--- src/rtl/tab_expander_with_stop_list_defines.svh ---
// Assertion helpers used by the tab expander core.
`ifndef TAB_EXPANDER_WITH_STOP_LIST_DEFINES_SVH
`define TAB_EXPANDER_WITH_STOP_LIST_DEFINES_SVH

// The consequent must hold in the same cycle as the antecedent.
`define TEWSL_ASSERT_NOW(label, clk, rst, ante, cons) \
   label: assert property (@(posedge clk) disable iff (rst) (ante) |-> (cons)) \
      else $error("tab expander check failed");

// The consequent must hold in the cycle after the antecedent.
`define TEWSL_ASSERT_NEXT(label, clk, rst, ante, cons) \
   label: assert property (@(posedge clk) disable iff (rst) (ante) |=> (cons)) \
      else $error("tab expander check failed");

`endif

--- src/rtl/tewsl_pkg.sv ---
package tewsl_pkg;

   // Fixed character codes.
   localparam logic [7:0] CH_TAB   = 8'd9;
   localparam logic [7:0] CH_NL    = 8'd10;
   localparam logic [7:0] CH_SPACE = 8'd32;
   localparam logic [7:0] CH_NUL   = 8'd0;

   // Default spacing after the explicit list, and how much of the list is used.
   localparam int TAB_WIDTH = 8;
   localparam int MAX_STOPS = 7;

   // Number of explicit stop registers.
   localparam int NUM_STOP_REGS = 7;

   localparam logic [15:0] SAT16 = 16'hFFFF;

   // Register indexes on the configuration port.
   localparam logic [2:0] REG_NUM_STOPS = 3'd0;
   localparam logic [2:0] REG_STOP_1    = 3'd1;

   // Configuration seen by the datapath.
   typedef struct packed {
      logic [2:0]                          num_stops;
      logic [NUM_STOP_REGS-1:0][7:0]       stops;
   } cfg_type;

   // One result item.
   typedef struct packed {
      logic       stop_error;
      logic [7:0] out_count;
      logic [7:0] out_byte;
   } rsp_type;

   // Explicit stop at list position idx; positions past the list read as zero.
   function automatic logic [7:0] stop_at(cfg_type cfg, logic [2:0] idx);
      logic [7:0] s;
      s = 8'd0;
      for (int i = 0; i < NUM_STOP_REGS; i++) begin
         if (idx == 3'(i)) begin
            s = cfg.stops[i];
         end
      end
      return s;
   endfunction

endpackage

--- src/rtl/tab_expander_with_stop_list.sv ---
// A request is captured in the input register, and its result is registered in the result register that drives rsp.
// Throughput: one request per cycle while the result register is not stalled; the line state updates once per byte.
// A full result register stalls the input register, and that in turn holds off req.
// Reset (synchronous, active high) clears the line state, the halt flag and both
// stages, sets num_stops to 0 and the stops to columns 8, 16, ... 56.
module tab_expander_with_stop_list (
   input  logic        clock,
   input  logic        reset,
   // Request stream.
   input  logic        req_tvalid,
   output logic        req_tready,
   input  logic [7:0]  req_tdata,   // [7:0] in_byte
   // Result stream.
   output logic        rsp_tvalid,
   input  logic        rsp_tready,
   output logic [15:0] rsp_tdata,   // [7:0] out_byte, [15:8] out_count
   output logic [0:0]  rsp_tuser,   // [0] stop_error
   // Configuration port.
   input  logic        csr_psel,
   input  logic        csr_penable,
   input  logic        csr_pwrite,
   input  logic [4:0]  csr_paddr,
   input  logic [31:0] csr_pwdata,
   output logic [31:0] csr_prdata,
   output logic        csr_pready
);
   import tewsl_pkg::*;

   cfg_type cfg;
   rsp_type rsp;
   logic    rsp_load;
   logic    out_ready;

   tewsl_csr u_csr (
      .clock       (clock),
      .reset       (reset),
      .csr_psel    (csr_psel),
      .csr_penable (csr_penable),
      .csr_pwrite  (csr_pwrite),
      .csr_paddr   (csr_paddr),
      .csr_pwdata  (csr_pwdata),
      .csr_prdata  (csr_prdata),
      .csr_pready  (csr_pready),
      .cfg         (cfg)
   );

   tewsl_core u_core (
      .clock      (clock),
      .reset      (reset),
      .cfg        (cfg),
      .req_tvalid (req_tvalid),
      .req_tready (req_tready),
      .req_byte   (req_tdata),
      .out_ready  (out_ready),
      .rsp_load   (rsp_load),
      .rsp        (rsp)
   );

   tewsl_rsp_reg u_rsp_reg (
      .clock      (clock),
      .reset      (reset),
      .rsp_load   (rsp_load),
      .rsp        (rsp),
      .out_ready  (out_ready),
      .rsp_tvalid (rsp_tvalid),
      .rsp_tready (rsp_tready),
      .rsp_tdata  (rsp_tdata),
      .rsp_tuser  (rsp_tuser)
   );

endmodule

--- src/rtl/tewsl_csr.sv ---
module tewsl_csr (
   input  logic                 clock,
   input  logic                 reset,
   input  logic                 csr_psel,
   input  logic                 csr_penable,
   input  logic                 csr_pwrite,
   input  logic [4:0]           csr_paddr,
   input  logic [31:0]          csr_pwdata,
   output logic [31:0]          csr_prdata,
   output logic                 csr_pready,
   output tewsl_pkg::cfg_type   cfg
);
   import tewsl_pkg::*;

   logic [2:0]                    num_stops_ff;
   logic [2:0]                    num_stops_in;
   logic [NUM_STOP_REGS-1:0][7:0] stops_ff;
   logic [NUM_STOP_REGS-1:0][7:0] stops_in;
   logic [2:0]                    reg_idx;
   logic                          wr_en;

   assign csr_pready = 1'b1;
   assign reg_idx    = csr_paddr[4:2];
   assign wr_en      = csr_psel & csr_penable & csr_pwrite & csr_pready;

   // Register write decode.
   always_comb begin
      num_stops_in = num_stops_ff;
      stops_in     = stops_ff;
      if (wr_en) begin
         if (reg_idx == REG_NUM_STOPS) begin
            num_stops_in = csr_pwdata[2:0];
         end
         for (int i = 0; i < NUM_STOP_REGS; i++) begin
            if (reg_idx == REG_STOP_1 + 3'(i)) begin
               stops_in[i] = csr_pwdata[7:0];
            end
         end
      end
   end

   // Stop registers reset to every eighth column.
   always_ff @(posedge clock) begin
      if (reset) begin
         num_stops_ff <= 3'd0;
         for (int i = 0; i < NUM_STOP_REGS; i++) begin
            stops_ff[i] <= 8'(8 * (i + 1));
         end
      end else begin
         num_stops_ff <= num_stops_in;
         stops_ff     <= stops_in;
      end
   end

   // Read back.
   always_comb begin
      csr_prdata = 32'd0;
      if (reg_idx == REG_NUM_STOPS) begin
         csr_prdata = {29'd0, num_stops_ff};
      end
      for (int i = 0; i < NUM_STOP_REGS; i++) begin
         if (reg_idx == REG_STOP_1 + 3'(i)) begin
            csr_prdata = {24'd0, stops_ff[i]};
         end
      end
   end

   assign cfg.num_stops = num_stops_ff;
   assign cfg.stops     = stops_ff;

endmodule

--- src/rtl/tewsl_core.sv ---
`include "tab_expander_with_stop_list_defines.svh"

module tewsl_core (
   input  logic                 clock,
   input  logic                 reset,
   input  tewsl_pkg::cfg_type   cfg,
   input  logic                 req_tvalid,
   output logic                 req_tready,
   input  logic [7:0]           req_byte,
   input  logic                 out_ready,
   output logic                 rsp_load,
   output tewsl_pkg::rsp_type   rsp
);
   import tewsl_pkg::*;

   // Input register.
   logic        in_valid_ff;
   logic        in_valid_in;
   logic [7:0]  in_byte_ff;
   logic [7:0]  in_byte_in;

   // Line state.
   logic [15:0] column_ff;
   logic [15:0] column_in;
   logic [15:0] next_stop_ff;
   logic [15:0] next_stop_in;
   logic [2:0]  stops_used_ff;
   logic [2:0]  stops_used_in;
   logic        halted_ff;
   logic        halted_in;

   logic        fire;
   logic [2:0]  limit;
   logic        take;
   logic        from_list;
   logic [7:0]  list_stop;
   logic        bad_stop;
   logic [16:0] stop_sum;
   logic [16:0] col_sum;
   logic [15:0] stop_new;
   logic [15:0] run;

   assign fire       = in_valid_ff & out_ready;
   assign req_tready = ~in_valid_ff | fire;

   always_comb begin
      in_valid_in = in_valid_ff;
      in_byte_in  = in_byte_ff;
      if (req_tvalid && req_tready) begin
         in_valid_in = 1'b1;
         in_byte_in  = req_byte;
      end else if (fire) begin
         in_valid_in = 1'b0;
      end
   end

   // Stop update that happens before the byte is applied.
   assign limit     = (cfg.num_stops < 3'(MAX_STOPS)) ? cfg.num_stops : 3'(MAX_STOPS);
   assign take      = column_ff >= next_stop_ff;
   assign from_list = stops_used_ff < limit;
   assign list_stop = stop_at(cfg, stops_used_ff);
   assign bad_stop  = take && from_list &&
                      ((list_stop == 8'd0) || ({8'd0, list_stop} <= next_stop_ff));
   assign stop_sum  = {1'b0, next_stop_ff} + 17'(TAB_WIDTH);
   assign col_sum   = {1'b0, column_ff} + 17'd1;

   always_comb begin
      if (!take) begin
         stop_new = next_stop_ff;
      end else if (from_list) begin
         stop_new = {8'd0, list_stop};
      end else begin
         stop_new = stop_sum[16] ? SAT16 : stop_sum[15:0];
      end
   end

   assign run = stop_new - column_ff;

   // Byte handling and result.
   always_comb begin
      column_in      = column_ff;
      next_stop_in   = next_stop_ff;
      stops_used_in  = stops_used_ff;
      halted_in      = halted_ff;
      rsp_load       = 1'b0;
      rsp.out_byte   = in_byte_ff;
      rsp.out_count  = 8'd1;
      rsp.stop_error = 1'b0;
      if (fire && !halted_ff) begin
         if (bad_stop) begin
            halted_in      = 1'b1;
            rsp_load       = 1'b1;
            rsp.out_byte   = CH_NUL;
            rsp.out_count  = 8'd0;
            rsp.stop_error = 1'b1;
         end else begin
            next_stop_in = stop_new;
            if (take && from_list) begin
               stops_used_in = stops_used_ff + 3'd1;
            end
            case (in_byte_ff)
               CH_TAB: begin
                  if (column_ff < stop_new) begin
                     column_in     = stop_new;
                     rsp_load      = 1'b1;
                     rsp.out_byte  = CH_SPACE;
                     rsp.out_count = (run[15:8] != 8'd0) ? 8'hFF : run[7:0];
                  end
               end
               CH_NL: begin
                  column_in     = 16'd0;
                  next_stop_in  = 16'd0;
                  stops_used_in = 3'd0;
                  rsp_load      = 1'b1;
               end
               default: begin
                  column_in = col_sum[16] ? SAT16 : col_sum[15:0];
                  rsp_load  = 1'b1;
               end
            endcase
         end
      end
   end

   always_ff @(posedge clock) begin
      if (reset) begin
         in_valid_ff   <= 1'b0;
         column_ff     <= 16'd0;
         next_stop_ff  <= 16'd0;
         stops_used_ff <= 3'd0;
         halted_ff     <= 1'b0;
      end else begin
         in_valid_ff   <= in_valid_in;
         column_ff     <= column_in;
         next_stop_ff  <= next_stop_in;
         stops_used_ff <= stops_used_in;
         halted_ff     <= halted_in;
      end
      in_byte_ff <= in_byte_in;
   end

   // Once halted, the block stays halted until reset.
   `TEWSL_ASSERT_NEXT(a_halt_sticks, clock, reset, halted_ff, halted_ff)
   // An error result always halts the block.
   `TEWSL_ASSERT_NEXT(a_err_halts, clock, reset, rsp_load && rsp.stop_error, halted_ff)
   // A halted block emits nothing.
   `TEWSL_ASSERT_NOW(a_halted_quiet, clock, reset, halted_ff, !rsp_load)
   // A newline that passes restarts the line.
   `TEWSL_ASSERT_NEXT(a_nl_restart, clock, reset,
      rsp_load && !rsp.stop_error && (in_byte_ff == CH_NL),
      (column_ff == 16'd0) && (next_stop_ff == 16'd0) && (stops_used_ff == 3'd0))

endmodule

--- src/rtl/tewsl_rsp_reg.sv ---
module tewsl_rsp_reg (
   input  logic                 clock,
   input  logic                 reset,
   input  logic                 rsp_load,
   input  tewsl_pkg::rsp_type   rsp,
   output logic                 out_ready,
   output logic                 rsp_tvalid,
   input  logic                 rsp_tready,
   output logic [15:0]          rsp_tdata,
   output logic [0:0]           rsp_tuser
);
   import tewsl_pkg::*;

   logic    valid_ff;
   logic    valid_in;
   rsp_type data_ff;
   rsp_type data_in;

   // The slot can take a new result when empty or being drained this cycle.
   assign out_ready = ~valid_ff | rsp_tready;

   always_comb begin
      valid_in = valid_ff;
      data_in  = data_ff;
      if (rsp_load) begin
         valid_in = 1'b1;
         data_in  = rsp;
      end else if (rsp_tready) begin
         valid_in = 1'b0;
      end
   end

   always_ff @(posedge clock) begin
      if (reset) begin
         valid_ff <= 1'b0;
      end else begin
         valid_ff <= valid_in;
      end
      data_ff <= data_in;
   end

   assign rsp_tvalid = valid_ff;
   assign rsp_tdata  = {data_ff.out_count, data_ff.out_byte};
   assign rsp_tuser  = data_ff.stop_error;

endmodule

--- config.mk ---
export PLATFORM = sky130hd
export DESIGN_NAME = tab_expander_with_stop_list
export DESIGN_NICKNAME = d
export VERILOG_FILES = /design/src/rtl/tewsl_pkg.sv /design/src/rtl/tab_expander_with_stop_list.sv /design/src/rtl/tewsl_csr.sv /design/src/rtl/tewsl_core.sv /design/src/rtl/tewsl_rsp_reg.sv
export VERILOG_INCLUDE_DIRS = /design/src /design/src/rtl
export SDC_FILE = /design/constraint.sdc
export NUM_CORES = 1
export LEC_CHECK = 0
export CORE_ASPECT_RATIO = 0.8
export CORE_UTILIZATION = 57
export DETAILED_ROUTE_END_ITERATION = 10
export DONT_BUFFER_PORTS = 1
export PLACE_DENSITY = 0.76
export SLEW_MARGIN = 15
export SYNTH_ARGS = -nofsm -noshare
export SYNTH_HDL_FRONTEND = slang
export SYNTH_SLANG_ARGS = --single-unit
--- constraint.sdc ---
create_clock -name clock -period 4.7 [get_ports clock]
set_clock_uncertainty 0.05 [all_clocks]
set_input_delay 0.705 -clock clock [delete_from_list [all_inputs] [get_ports clock]]
set_output_delay 0.705 -clock clock [all_outputs]
set_load 0.02 [all_outputs]
Yosys cells after proc, flatten, opt, wreduce, memory -nomap -nowiden
Index checks and enable logic that the tools add are counted.
{ "word_totals": {"reg_bits": 122, "in_bits": 52, "output_inout_bits": 52, "wordCells": 120} }
{ "op_classes": {"addsub": 4, "magnitude_cmp": 5, "n_eq_ne": 16, "muxes": 39, "bitwise_logic": 11, "reduce_logical": 26} }
{ "op_table": {"columns": ["operator", "count"], "rows": [
  ["$mux 8", 16],
  ["$mux 16", 6],
  ["$pmux 16 s2", 1],
  ["$mux 9", 3],
  ["$eq 3x3->1 const B", 7],
  ["$reduce_and 2->1", 10],
  ["$add 16x1->17 const B", 1],
  ["$add 16x4->17 const B", 1],
  ["$eq 8x4->1 const B", 2],
  ["$ge 16x16->1", 1],
  ["$le 8x16->1", 1],
  ["$lt 16x16->1", 1],
  ["$sub 16x16->16", 1],
  ["$eq 3x2->1 const B", 4],
  ["$mux 3", 4],
  ["$mux 1", 9],
  ["$logic_not 8->1", 1],
  ["$reduce_bool 8->1", 1],
  ["$eq 3x1->1 const B", 2],
  ["$logic_not 3->1", 2],
  ["$not 1->1", 6],
  ["$reduce_and 3->1", 2],
  ["$reduce_bool 2->1", 3],
  ["$logic_and 1x1->1", 4],
  ["other kinds (9)", 12]
]} }

Longest topological paths before layout
{ "depth": {"depth_word": 17, "mapped_depth": 23, "mapped_depth_nobuf": 20} }

By module
A second synthesis with hierarchy kept.
{ "hier_totals": {"cells_unflattened": 1016, "hier_area_um2": 8309.2} }
{ "modules_own_cells": {"columns": ["module", "instances", "cells_per_inst", "area_per_inst_um2"], "rows": [
  ["tewsl_core", 1, 643, 4813.4],
  ["tewsl_csr", 1, 352, 2939.1],
  ["tewsl_rsp_reg", 1, 21, 556.8]
]} }

Least setup slack after synthesis
Ideal clock, no wire load.
{ "synth_timing": {"path_kind": "register -> register", "from": "register u_core.column_ff[0]", "to": "register u_rsp_reg.data_ff (netlist bit u_rsp_reg.rsp_tdata[8]), data pin", "setup_time_ns": 0.303, "arrival_ns": 4.480, "t_required_ns": 4.347, "path_slack_ns": -0.133, "stages_incl_launch_ff": 20, "path_buffers": 2, "path_cell_list": "dfxtp_1 > inv_1 > ha_1 > nand2b_1 > a2111oi_0 > o31ai_1 > a41o_1 > and2_1 > clkbuf_1 > clkbuf_1 > a31oi_1 > ha_1 > a2111oi_2 > o21ai_0 > a31o_1 > a31oi_1 > xnor2_1 > or4_1 > nor2_2 > a32oi_1"} }
{ "synth_between": {"elab_chain_cells": 8, "word_cells_on_any_way": 11, "cone_classes": "add/sub (1); order compare (2); mux (5); reduce/logical (3)"} }
{ "synth_lines": {"columns": ["element", "line_no", "source"], "rows": [
  ["start: declaration", "tewsl_core.sv:23", "logic [15:0] column_ff;"],
  ["start signal: assignment", "tewsl_core.sv:134", "column_ff <= column_in;"],
  ["$ge 16x16->1", "tewsl_core.sv:59", "assign take = column_ff >= next_stop_ff;"],
  ["$mux 16", "tewsl_core.sv:68", "if (!take) begin"],
  ["$sub 16x16->16", "tewsl_core.sv:77", "assign run = stop_new - column_ff;"],
  ["$reduce_bool 8->1", "tewsl_core.sv:107", "rsp.out_count = (run[15:8] != 8'd0) ? 8'hFF : run[7:0];"],
  ["$mux 8", "tewsl_core.sv:107", null],
  ["$mux 9", "tewsl_core.sv:103", "if (column_ff < stop_new) begin"],
  ["$mux 9", "tewsl_core.sv:101", "case (in_byte_ff)"],
  ["$mux 9 *", "tewsl_core.sv:90", "if (bad_stop) begin"],
  ["end signal: assignment", "tewsl_rsp_reg.sv:39", "data_ff <= data_in;"],
  ["end: declaration", "tewsl_rsp_reg.sv:16", "rsp_type data_ff;"]
]} }
Every way passes the cells marked *; elsewhere a longest branch is shown, timed or not.
A chain may end at the register's enable or synchronous reset.

Worst setup path after layout
{ "layout_timing": {"from": "register u_core.column_ff[0]", "to": "register u_core.column_ff[15]"} }
{ "layout_between": {"elab_chain_cells": 5, "word_cells_on_any_way": 12, "cone_classes": "add/sub (1); order compare (2); eq/ne (1); mux (4); bitwise (1); reduce/logical (3)"} }
{ "layout_lines": {"columns": ["element", "line_no"], "rows": [
  ["$ge 16x16->1", "tewsl_core.sv:59"],
  ["$mux 16 or $logic_and 1x1->1 (tied branches)", "tewsl_core.sv:68, tewsl_core.sv:62"],
  ["$lt 16x16->1 or $logic_and 1x1->1 (tied branches)", "tewsl_core.sv:103, tewsl_core.sv:62"],
  ["$ne 2x1->1 (no source line) or $not 1->1 (tied branches)", null],
  ["$reduce_and 3->1 (no source line)", null]
]} }
Parallel ways exist; a longest one is shown, timed or not. The select of a mux whose other input is x is not followed.

==> flow_summary.toml <==
[status]
outcome = "complete, no violations"

[setup_path]
path_buf_inv = 5
crit_fanout = 10
cp_slowest_cell = "a2111oi_0"
start_kind = "flip-flop"
crit_chain = "inv_1 > ha_1 > nand2b_4 > a2111oi_4 > o31ai_4 > a41o_2 > and2_4 > buf_4 > a21oi_4 > a21oi_4 > ha_4 > buf_4 > and4_4 > and2_1 > nand3_1 > a21oi_1 > buf_4 > nor2_1 > buf_4 > a2111oi_0 > a211oi_2"
endpoint_kind = "flip-flop"
crit_arrival_ns = 4.89
worst_path_most_repeated_cell = "buf_4"
worst_path_largest_cell_delay_ns = 0.51
required_ns = 4.94
cp_top_family = "compound AO/OA/AOI/OAI gates"
critPathKind = "flip-flop to flip-flop"

[drt]
drtAntennaViolNets = 0
drt-total-wl_microns = 26090
vias = 8353
avgRoutedWirePerCell_microns = 20.14
drtIter0Drc = 981
viasPerCell = 6.450
dr.pass1.iters = 5
drc = 0

[sta]
period_minus_slack_ns = 4.643
worst_pin_slew_ns = 1.259
max_slew_margin_pct = 15.74
setup_viol = 0
setup_ws_ns = 0.05677
max_clock_freq_mhz = 215.4
finalCritPeriodShare_pct = 98.79
slew_viol_final = 0
hold_viol = 0

[floorplanning]
core_sq_mm = 0.01435
placementRows = 39
start_util_pct = 58.61
die_w_microns = 137.8
die-area_sq_mm = 0.01524
ios = 104
dieHeight_microns = 110.6

[logic_synthesis]
synthArstFlopShare_pct = 0
ys_ff_latch = 122
yosysWarnings = 0
ys_types = 81
ys_seq_area_share_pct = 32.02
syn_inst = 987
synth_area_sq_mm = 0.008408
synth_flop_cell = "dfxtp_1"
synth_area_per_cell_sq_um = 8.519
synth_edf_count = 25

[global_route]
grt_max_degree = 76
grt_pass1_wl_microns = 39960
grt_pass1_vias = 7844
antenna_found_initial = 0
grt_overflow = 0
grt_usage_pct = 33.87

[final_layout]
multi_input_area_sq_mm = 0.005652
fill_cells = 1006
nets = 1200
regArea_sq_mm = 0.002701
area_growth_pct = 25.09
layout_common_cells = "buf_4 (139), nor2_1 (93), dfxtp_1 (90), mux2i_1 (73), nand2_1 (67)"
num_antenna_cells = 0
drive_above_1_share_pct = 25.11
mostFrequentLayoutCell = "buf_4"

[pwr]
p_leak_uw = 0.004193
p_per_area_mw_per_mm2 = 361.7
p_total_uw = 3805
irDropWorstVdd_mv = 0.3410

[placed_design]
hpwl_microns = 17420
post-place-ws_ns = -0.2333
gp_congestion = 0.9522
io_buffer_count = 0

[clock_tree]
holdBufCountCts = 0
clk_path_buf_depth = 2
clk_latency_ns = 0.44
cts.sinks = 122
htreeDepth = 4
clk_root_buffer_cell = "clkbuf_16"
cts_tree = "yes"
cts_inserted_buffers = 17
clk_pin_slew_ns = 0.06

[min_path]
hold_path.class = "input port to flip-flop"

[job]
max_cap_viol_count = 0
## what timing repair did
item	in CTS	in global routing
pin swaps	9	34
setup endpoints to repair	33	43
buffers inserted	3	6
resized for setup	27	70
## state kept, by name (all words and copies together) (netlist names)
name / cells
u_rsp_reg.rsp_tvalid: 1
u_core.column_ff: 16
u_rsp_reg.rsp_tuser: 1
u_core.next_stop_ff: 16
u_csr.num_stops_ff: 3
u_core.stops_used_ff: 3
u_core.in_byte_ff: 8
u_csr.cfg: 56
u_core.in_valid_ff: 1
u_rsp_reg.rsp_tdata: 16
u_core.halted_ff: 1
## where the power goes
group          total, uW  leakage (uW)  switching (uW)  internal [uW]
sequential          1130       0.00102            31.0           1100
combinational       1280       0.00287             685            596
clock               1390      0.000301             544            845
## worst register-to-register path, stage by stage (launching register included)
cell and delay (ns):
dfxtp_2 0.33, inv_1 0.06, ha_1 0.27, nand2b_4 0.15
a2111oi_4 0.37, o31ai_4 0.12, a41o_2 0.29, and2_4 0.22
buf_4 0.16, a21oi_4 0.17, a21oi_4 0.06, ha_4 0.31
buf_4 0.17, and4_4 0.27, and2_1 0.18, nand3_1 0.09
a21oi_1 0.21, buf_4 0.18, nor2_1 0.05, buf_4 0.19
a2111oi_0 0.52, a211oi_2 0.09
## synth_stat cells, types with 5 or more instances
cell type | count | area, sq um
and2_1 | 14 | 87.58
ha_1 | 49 | 613.1
o21a_1 | 12 | 90.09
nor3_1 | 8 | 40.04
nor4_1 | 6 | 37.54
nor2b_1 | 15 | 93.84
nor3b_1 | 10 | 75.07
o21ai_0 | 39 | 195.2
a22o_1 | 17 | 148.9
nand3_1 | 28 | 140.1
buf_4 | 26 | 195.2
nand2b_1 | 15 | 93.84
a211oi_1 | 13 | 97.59
inv_1 | 53 | 198.9
buf_2 | 6 | 30.03
a2111oi_0 | 8 | 70.07
and3_1 | 7 | 43.79
xnor2_1 | 13 | 113.9
o31ai_1 | 9 | 67.56
a21oi_1 | 70 | 350.3
dfxtp_1 | 97 | 1942
mux2i_1 | 73 | 730.7
edfxtp_1 | 25 | 750.7
a22oi_1 | 6 | 45.04
a2bb2oi_1 | 6 | 52.55
a31oi_1 | 12 | 75.07
a222oi_1 | 5 | 50.05
clkbuf_1 | 37 | 138.9
a221oi_1 | 7 | 61.31
a21o_1 | 9 | 67.56
nand4_1 | 16 | 100.1
nand2_1 | 69 | 259.0
mux2_2 | 9 | 101.4
nor2_1 | 99 | 371.6
o211ai_1 | 12 | 90.09
## cell type report
cell class,instances,share of cell area [%]
multi-input cells,759,53.74
repair buffers,144,10.62
inverters,54,1.927
well taps,184,2.189
clock buffers,17,4.045
clock inverters,15,1.796
flip-flops and latches,122,25.68
## path summary, 6_finish.rpt
check                                            start  slack [ns]  cells past startpoint                endpoint
worst max-delay path               u_core.column_ff[0]        0.06                     21    u_core.column_ff[15]
worst min-delay path                             reset        0.28                      1    u_core.column_ff[15]
worst max register to register     u_core.column_ff[0]        0.06                     21    u_core.column_ff[15]
worst min register to register  u_core.next_stop_ff[2]        0.41                      2  u_core.next_stop_ff[2]
## cells by family after synthesis
kind of cell	after synthesis	share of synthesized area [%]
AND/OR/NAND/NOR	313	18.33
XOR/XNOR	17	1.771
flip-flops	122	32.02
AO/OA/AOI/OAI	271	22.72
multiplexers	83	10.16
other	2	0.08932
adder cells (fa/ha/maj)	50	7.530
buffers and inverters	129	7.366
## per-stage QoR
| step | utilization, % | TNS, ns | hold WS (ns) | area, sq um | instances |
|---|---|---|---|---|---|
| 3_5_place_dp | 65.37 | -1.620 | 0.3911 | 9378 | 1254 |
| 3_3_place_gp | 65.33 | -1.035 | 0.3852 | 9373 | 1254 |
| 2_1_floorplan | - | 0 | 0.3819 | 8519 | 1010 |
| 4_1_cts | 70.76 | 0 | 0.2821 | 10150 | 1289 |
| 5_1_grt | 73.31 | -0.2506 | 0.2753 | 10520 | 1295 |
| 6_report | 73.31 | 0 | 0.2822 | 10520 | 1295 |
## layer usage
metal	share of wire [%]	vias up	global-route usage [%]	wire length [microns]
li1	-	3805	-	-
met1	43	3983	48.62	11240
met2	44	512	48.31	11410
met3	11	53	9.734	2927
met4	2.0	0	11.09	511
met5	0	-	0	0
Power figures use the tool's default switching activity.
